**config.mk**
```make
export PLATFORM = sky130hd
export DESIGN_NAME = byte_alu_with_bcd_flags
export DESIGN_NICKNAME = d
export VERILOG_FILES = /design/src/design/bal_pkg.sv /design/src/design/bal_alu.sv /design/src/design/byte_alu_with_bcd_flags.sv
export SDC_FILE = /design/constraint.sdc
export NUM_CORES = 1
export LEC_CHECK = 0
export ABC_AREA = 0
export BUFFER_PORTS_ARGS = -buffer_cell sky130_fd_sc_hd__buf_2
export CORE_ASPECT_RATIO = 2
export CORE_MARGIN = 2
export CORE_UTILIZATION = 50
export DETAILED_ROUTE_END_ITERATION = 16
export PLACE_DENSITY_LB_ADDON = 0.2
export RECOVER_POWER = 25
export SLEW_MARGIN = 15
export SYNTH_ARGS = -nofsm -noshare
export SYNTH_HDL_FRONTEND = slang
export SYNTH_SLANG_ARGS = --single-unit
```
**constraint.sdc**
```tcl
create_clock -name clk -period 6.39 [get_ports clk]
set_clock_uncertainty 0.1 [all_clocks]
set_input_delay 0.9585 -clock clk [delete_from_list [all_inputs] [get_ports clk]]
set_output_delay 0.9585 -clock clk [all_outputs]
set_load 0.05 [all_outputs]
```
**src/design/bal_pkg.sv**
```systemverilog
// Shared definitions for the byte ALU with decimal-mode flags.
// Action codes, status bit positions and BCD constants; no dependencies.
package bal_pkg;

  localparam int unsigned ByteW = 8;
  localparam int unsigned ActW  = 4;

  // Status bit positions
  localparam int unsigned FlagC = 0;
  localparam int unsigned FlagZ = 1;
  localparam int unsigned FlagD = 3;
  localparam int unsigned FlagV = 6;
  localparam int unsigned FlagN = 7;

  // Decimal correction constants
  localparam logic [9:0] BcdLoAdj  = 10'h006;
  localparam logic [9:0] BcdHiAdj  = 10'h060;
  localparam logic [9:0] BcdMax    = 10'h099;
  localparam logic [4:0] BcdDigMax = 5'd9;

  typedef enum logic [ActW-1:0] {
    ACT_ADC  = 4'd0,
    ACT_SBC  = 4'd1,
    ACT_ASL  = 4'd2,
    ACT_LSR  = 4'd3,
    ACT_ROL  = 4'd4,
    ACT_ROR  = 4'd5,
    ACT_AND  = 4'd6,
    ACT_ORA  = 4'd7,
    ACT_EOR  = 4'd8,
    ACT_CMP  = 4'd9,
    ACT_BIT  = 4'd10,
    ACT_INC  = 4'd11,
    ACT_DEC  = 4'd12,
    ACT_LOAD = 4'd13
  } action_t;

  // One registered ALU item
  typedef struct packed {
    logic [ActW-1:0]  action;
    logic [ByteW-1:0] reg_in;
    logic [ByteW-1:0] operand;
    logic [ByteW-1:0] status_in;
  } alu_item_t;

endpackage

```
**src/design/bal_alu.sv**
```systemverilog
// Combinational byte ALU: binary and decimal ADC/SBC, shifts, logic ops,
// compare, BIT, inc/dec and load. Depends on bal_pkg.
module bal_alu
  import bal_pkg::*;
(
  input  alu_item_t        item,
  output logic [ByteW-1:0] result,
  output logic [ByteW-1:0] status_out
);

  logic [ByteW-1:0] a;
  logic [ByteW-1:0] v;
  logic [ByteW-1:0] p;
  logic             cin;
  logic             borrow;

  logic [8:0]       add_sum;
  logic [ByteW-1:0] add_bin;
  logic             add_v;
  logic [4:0]       add_lo;
  logic [9:0]       dec_adj;
  logic             dec_c;
  logic [9:0]       dec_fin;

  logic [8:0]       sub_diff;
  logic [ByteW-1:0] sub_bin;
  logic             sub_v;
  logic signed [5:0] sub_lo;
  logic signed [5:0] sub_hi;
  logic signed [5:0] sub_lo_fix;
  logic signed [5:0] sub_hi_dec;
  logic signed [5:0] sub_hi_fix;
  logic [ByteW-1:0] sub_dres;

  logic [ByteW-1:0] res;
  logic [ByteW-1:0] st;

  assign a      = item.reg_in;
  assign v      = item.operand;
  assign p      = item.status_in;
  assign cin    = p[FlagC];
  assign borrow = ~p[FlagC];

  // Addition path
  assign add_sum = {1'b0, a} + {1'b0, v} + {8'd0, cin};
  assign add_bin = add_sum[7:0];
  assign add_v   = (a[7] ^ add_bin[7]) & (v[7] ^ add_bin[7]);
  assign add_lo  = {1'b0, a[3:0]} + {1'b0, v[3:0]} + {4'd0, cin};
  assign dec_adj = {1'b0, add_sum} + ((add_lo > BcdDigMax) ? BcdLoAdj : 10'd0);
  assign dec_c   = dec_adj > BcdMax;
  assign dec_fin = dec_c ? (dec_adj + BcdHiAdj) : dec_adj;

  // Subtraction path
  assign sub_diff = {1'b0, a} - {1'b0, v} - {8'd0, borrow};
  assign sub_bin  = sub_diff[7:0];
  assign sub_v    = (a[7] ^ v[7]) & (a[7] ^ sub_bin[7]);
  assign sub_lo   = $signed({2'b00, a[3:0]}) - $signed({2'b00, v[3:0]})
                    - $signed({5'd0, borrow});
  assign sub_hi   = $signed({2'b00, a[7:4]}) - $signed({2'b00, v[7:4]});
  assign sub_lo_fix = sub_lo[5] ? (sub_lo - 6'sd6) : sub_lo;
  assign sub_hi_dec = sub_lo[5] ? (sub_hi - 6'sd1) : sub_hi;
  assign sub_hi_fix = sub_hi_dec[5] ? (sub_hi_dec - 6'sd6) : sub_hi_dec;
  assign sub_dres   = {sub_hi_fix[3:0], sub_lo_fix[3:0]};

  always_comb begin
    res = a;
    st  = p;
    case (item.action)
      ACT_ADC: begin
        res       = p[FlagD] ? dec_fin[7:0] : add_bin;
        st[FlagV] = add_v;
        st[FlagC] = p[FlagD] ? dec_c : add_sum[8];
      end
      ACT_SBC: begin
        res       = p[FlagD] ? sub_dres : sub_bin;
        st[FlagV] = sub_v;
        st[FlagC] = ~sub_diff[8];
      end
      ACT_ASL: begin
        res       = {v[6:0], 1'b0};
        st[FlagC] = v[7];
      end
      ACT_LSR: begin
        res       = {1'b0, v[7:1]};
        st[FlagC] = v[0];
      end
      ACT_ROL: begin
        res       = {v[6:0], cin};
        st[FlagC] = v[7];
      end
      ACT_ROR: begin
        res       = {cin, v[7:1]};
        st[FlagC] = v[0];
      end
      ACT_AND:  res = a & v;
      ACT_ORA:  res = a | v;
      ACT_EOR:  res = a ^ v;
      ACT_CMP: begin
        st[FlagC] = (a >= v);
      end
      ACT_BIT: begin
        st[FlagV] = v[6];
      end
      ACT_INC:  res = v + 8'd1;
      ACT_DEC:  res = v - 8'd1;
      ACT_LOAD: res = v;
      default: begin
        res = a;
        st  = p;
      end
    endcase

    // Z and N: compare and BIT take them from their own values
    case (item.action)
      ACT_ADC, ACT_SBC, ACT_ASL, ACT_LSR, ACT_ROL, ACT_ROR, ACT_AND, ACT_ORA,
      ACT_EOR, ACT_INC, ACT_DEC, ACT_LOAD: begin
        st[FlagZ] = (res == 8'd0);
        st[FlagN] = res[7];
      end
      ACT_CMP: begin
        st[FlagZ] = (a == v);
        st[FlagN] = ((a - v) >> 7) != 8'd0;
      end
      ACT_BIT: begin
        st[FlagZ] = ((a & v) == 8'd0);
        st[FlagN] = v[7];
      end
      default: begin
        st[FlagZ] = p[FlagZ];
        st[FlagN] = p[FlagN];
      end
    endcase
  end

  assign result     = res;
  assign status_out = st;

endmodule

```
**src/design/byte_alu_with_bcd_flags.sv**
```systemverilog
// Top level of the byte ALU: input register, ALU core, result register.
// Depends on bal_pkg and bal_alu.
//
//   channel | valid     | ready     | payload
//   --------+-----------+-----------+-----------------------------------------
//   in      | in_valid  | in_ready  | action, reg_in, operand, status_in
//   out     | out_valid | out_ready | result, status_out
//
// An accepted item is captured in the input register, passes through the
// combinational ALU and is loaded into the result register once that register
// is free or draining; one item per cycle is sustained while out is not stalled.
// rst (synchronous) empties both stages; payload registers are not reset.
// A stall on out holds the result register; the input stage still takes an
// item while it is empty, so an item can be accepted while a result waits.
module byte_alu_with_bcd_flags
  import bal_pkg::*;
(
  input  logic             clk,
  input  logic             rst,
  input  logic             in_valid,
  output logic             in_ready,
  input  logic [ActW-1:0]  action,
  input  logic [ByteW-1:0] reg_in,
  input  logic [ByteW-1:0] operand,
  input  logic [ByteW-1:0] status_in,
  output logic             out_valid,
  input  logic             out_ready,
  output logic [ByteW-1:0] result,
  output logic [ByteW-1:0] status_out
);

  alu_item_t        s1_item;
  logic             s1_valid;
  logic             s1_advance;
  logic [ByteW-1:0] alu_result;
  logic [ByteW-1:0] alu_status;
  logic             in_take;

  assign s1_advance = ~out_valid | out_ready;
  assign in_ready   = ~s1_valid | s1_advance;
  assign in_take    = in_valid & in_ready;

  always_ff @(posedge clk) begin
    if (rst) begin
      s1_valid <= 1'b0;
    end else if (in_ready) begin
      s1_valid <= in_valid;
    end
  end

  always_ff @(posedge clk) begin
    if (in_take) begin
      s1_item <= '{action: action, reg_in: reg_in, operand: operand,
                   status_in: status_in};
    end
  end

  bal_alu u_alu (
    .item       (s1_item),
    .result     (alu_result),
    .status_out (alu_status)
  );

  always_ff @(posedge clk) begin
    if (rst) begin
      out_valid <= 1'b0;
    end else if (s1_advance) begin
      out_valid <= s1_valid;
    end
  end

  // Load the result register only when it is free or being drained
  always_ff @(posedge clk) begin
    if (s1_advance && s1_valid) begin
      result     <= alu_result;
      status_out <= alu_status;
    end
  end

  a_take_fills_s1: assert property (@(posedge clk) disable iff (rst)
    in_take |=> s1_valid)
    else $error("accepted item did not reach the input stage");

  a_s1_held: assert property (@(posedge clk) disable iff (rst)
    s1_valid && !s1_advance |=> s1_valid && $stable(s1_item))
    else $error("input stage item dropped or changed while stalled");

  a_s1_to_out: assert property (@(posedge clk) disable iff (rst)
    s1_valid && s1_advance |=> out_valid)
    else $error("advanced item did not reach the result register");

  a_empty_ready: assert property (@(posedge clk) disable iff (rst)
    !s1_valid |-> in_ready)
    else $error("empty input stage refused an item");

endmodule
```
==> qor.yml <==
async_flop_share_pct: 0
relSlewSlack_pct: 14.4
postSynthAreaPerCell_sq_um: 8.64
synth_edf_count: 44
numCtsBuffers: 5
path_max_fanout: 10
via_per_inst: 6.43
vias: 4514
fmax_ghz: 0.187
die_y_microns: 142
fin_crit_ps: 5340
slew_violations: 0
post_cts_buffers: 0
tns_ps: 0
rsz0062_at_grt: "false"
grt_usage_pct: 29.3
initial_utilization_pct: 51.3
powerDensity_nw_per_um2: 220
start_kind: "register"
hold_violations: 0
io-pin-count: 50
yosys_warnings: 0
cts_hold_buf: 0
cts_root_buffer: "clkbuf_16"
syn_inst: 553
status: "completed"
maxCapViolations: 0
antenna_found_initial: 0
synth.distinct_cells: 72
timing.final.crit_share_pct: 83.5
final_util_pct: 56.9
cts_tree: "yes"
hold_slack_ps: 330
end_kind: "register"
ys_ff_latch: 46
grt_pass1_wl_microns: 22900
routed_wl_microns: 14800
gp_congestion: 0.965
power_leakage_nw: 2.23
synthesis.nets: 643
synth_area_sq_um: 4780
critPathRequiredTime_ps: 6410
dp_hpwl_microns: 11700
grt_start_max_net_pins: 33
setup_viol: 0
die_w_microns: 73.1
seq_area_frac_synth_pct: 28.5
ir_worst_vdd_mv: 0.200
synth.most_common_cell: "ha_1"
diodes: 0
portBuffers: 49
postRouteAntennaNets: 0
clock_latency_ps: 290
num-nets-final: 687
cts_max_level: 2
synth_area_leaders: "edfxtp_1 28%, ha_1 14%, xnor2_1 4.8%"
grt_overflow: 0
area_growth_pct: 10.9
synth_area_leader_cell: "edfxtp_1"
synth_top_cell_area_share_pct: 27.6
wl_per_cell_microns: 21.1
drive_above_1_share_pct: 13.9
cts.clk_slew.worst_paths_ps: 70
fin_ws_ps: 1050
drt-initial-drc-count: 385
synth_commonest_cells: "52 x ha_1, 46 x nand2_1, 46 x nor2_1, 45 x inv_1, 44 x edfxtp_1"
fill_cells: 858
hold_path.class: "register to register"
worstSetupPathType: "register to register"
critPathArrivalTime_ps: 5350
die-area_sq_um: 10400
cts.sinks: 46
rows: 50
grt_pass1_vias: 4461
dr.pass1.iters: 7
cts_buffer_depth: 2
drcViolationCount: 0
core-area_sq_um: 9320
pre_cts_ws_ps: 1080
worst_slew_pin_slew_ps: 1280
cts_resized: 0
ys.flop_type: "edfxtp_1"
==> flip-flops by register name, indices dropped and copies added, names as in the netlist <==
| name | cells |
|---|---|
| result | 8 |
| s1_valid | 1 |
| status_out | 8 |
| s1_item | 28 |
| out_valid | 1 |
==> metal layers <==
metal	part of all wire [%]	GRT usage, %	routed length [microns]	vias up
li1	-	-	-	2111
met1	35	32.0	5240	2092
met2	50	49.5	7460	231
met3	5.4	4.04	793	80
met4	8.8	21.7	1310	0
met5	0	0	0	-
==> placed cells by master (no fill, tap or decap), drive strengths merged, types with 3 or more instances in the layout <==
cell type	n
a211oi	6
a21o	8
a21oi	41
a221oi	5
a22oi	4
a31oi	7
a32o	4
a32oi	4
and3	5
buf	58
clkbuf	6
edfxtp	44
fa	6
ha	52
inv	47
mux2i	5
nand2	46
nand2b	8
nand3	12
nor2	46
nor2b	9
nor3	22
nor4	7
o211ai	5
o21a	7
o21ai	36
o21bai	4
o221ai	4
o22ai	5
o31a	3
or2	3
or3	4
xnor2	27
xor2	11
==> critical path: stages, from the launching register on <==
cell	delay, ps
edfxtp_1	590
inv_1	140
fa_1	460
and2b_1	340
o22ai_2	160
xnor2_1	520
a21oi_1	70
or3_1	330
ha_1	200
ha_1	200
a21oi_1	350
a211oi_1	140
nor4_1	400
o21a_1	210
o21ai_2	100
a2111o_1	430
o221a_4	130
o41ai_2	290
==> cell families (layout without fill, tap and decap cells) <==
group,after synthesis,after routing,synth area share (%)
simple gates,172,172,17.2
compound gates,164,164,24.2
buf+inv,69,114,5.63
fa+ha+maj,58,58,16.1
flops,46,46,28.5
xor+xnor,38,38,7.12
mux,6,6,1.28
==> cell type report <==
class / count / area [sq um] / area share [%]
flip-flops and latches: 46 / 1360 / 25.7
repair buffers: 59 / 317 / 5.97
clock inverters: 3 / 43.8 / 0.826
clock buffers: 5 / 125 / 2.36
multi-input cells: 438 / 3150 / 59.4
well taps: 104 / 130 / 2.45
inverters: 47 / 176 / 3.33
==> final timing paths <==
| path | startpoint | to | depth (start not counted) | slack [ps] |
|---|---|---|---|---|
| max | s1_item[8]$_DFFE_PP_ | status_out[1]$_DFFE_PP_ | 17 | 1050 |
| min reg2reg | s1_item[5]$_DFFE_PP_ | status_out[5]$_DFFE_PP_ | 0 | 330 |
| min | s1_item[5]$_DFFE_PP_ | status_out[5]$_DFFE_PP_ | 0 | 330 |
| max reg2reg | s1_item[8]$_DFFE_PP_ | status_out[1]$_DFFE_PP_ | 17 | 1050 |
==> metrics by stage <==
stage / instance area [sq um] / cells / total power, mW
final: 5300 / 702 / 1.17
after global routing: 5300 / 702 / 1.22
after CTS: 5310 / 702 / 1.16
after detailed placement: 5140 / 694 / 0.856
after global placement: 5140 / 694 / 0.839
after floorplan: 4780 / 553 / 0.732
==> report_power, final <==
group          internal [mW]  total (mW)  switching [mW]
Clock                  0.185       0.306           0.120
Sequential             0.354       0.368          0.0144
Combinational          0.183       0.491           0.308
No activity file was read; power rests on OpenSTA's default activity.
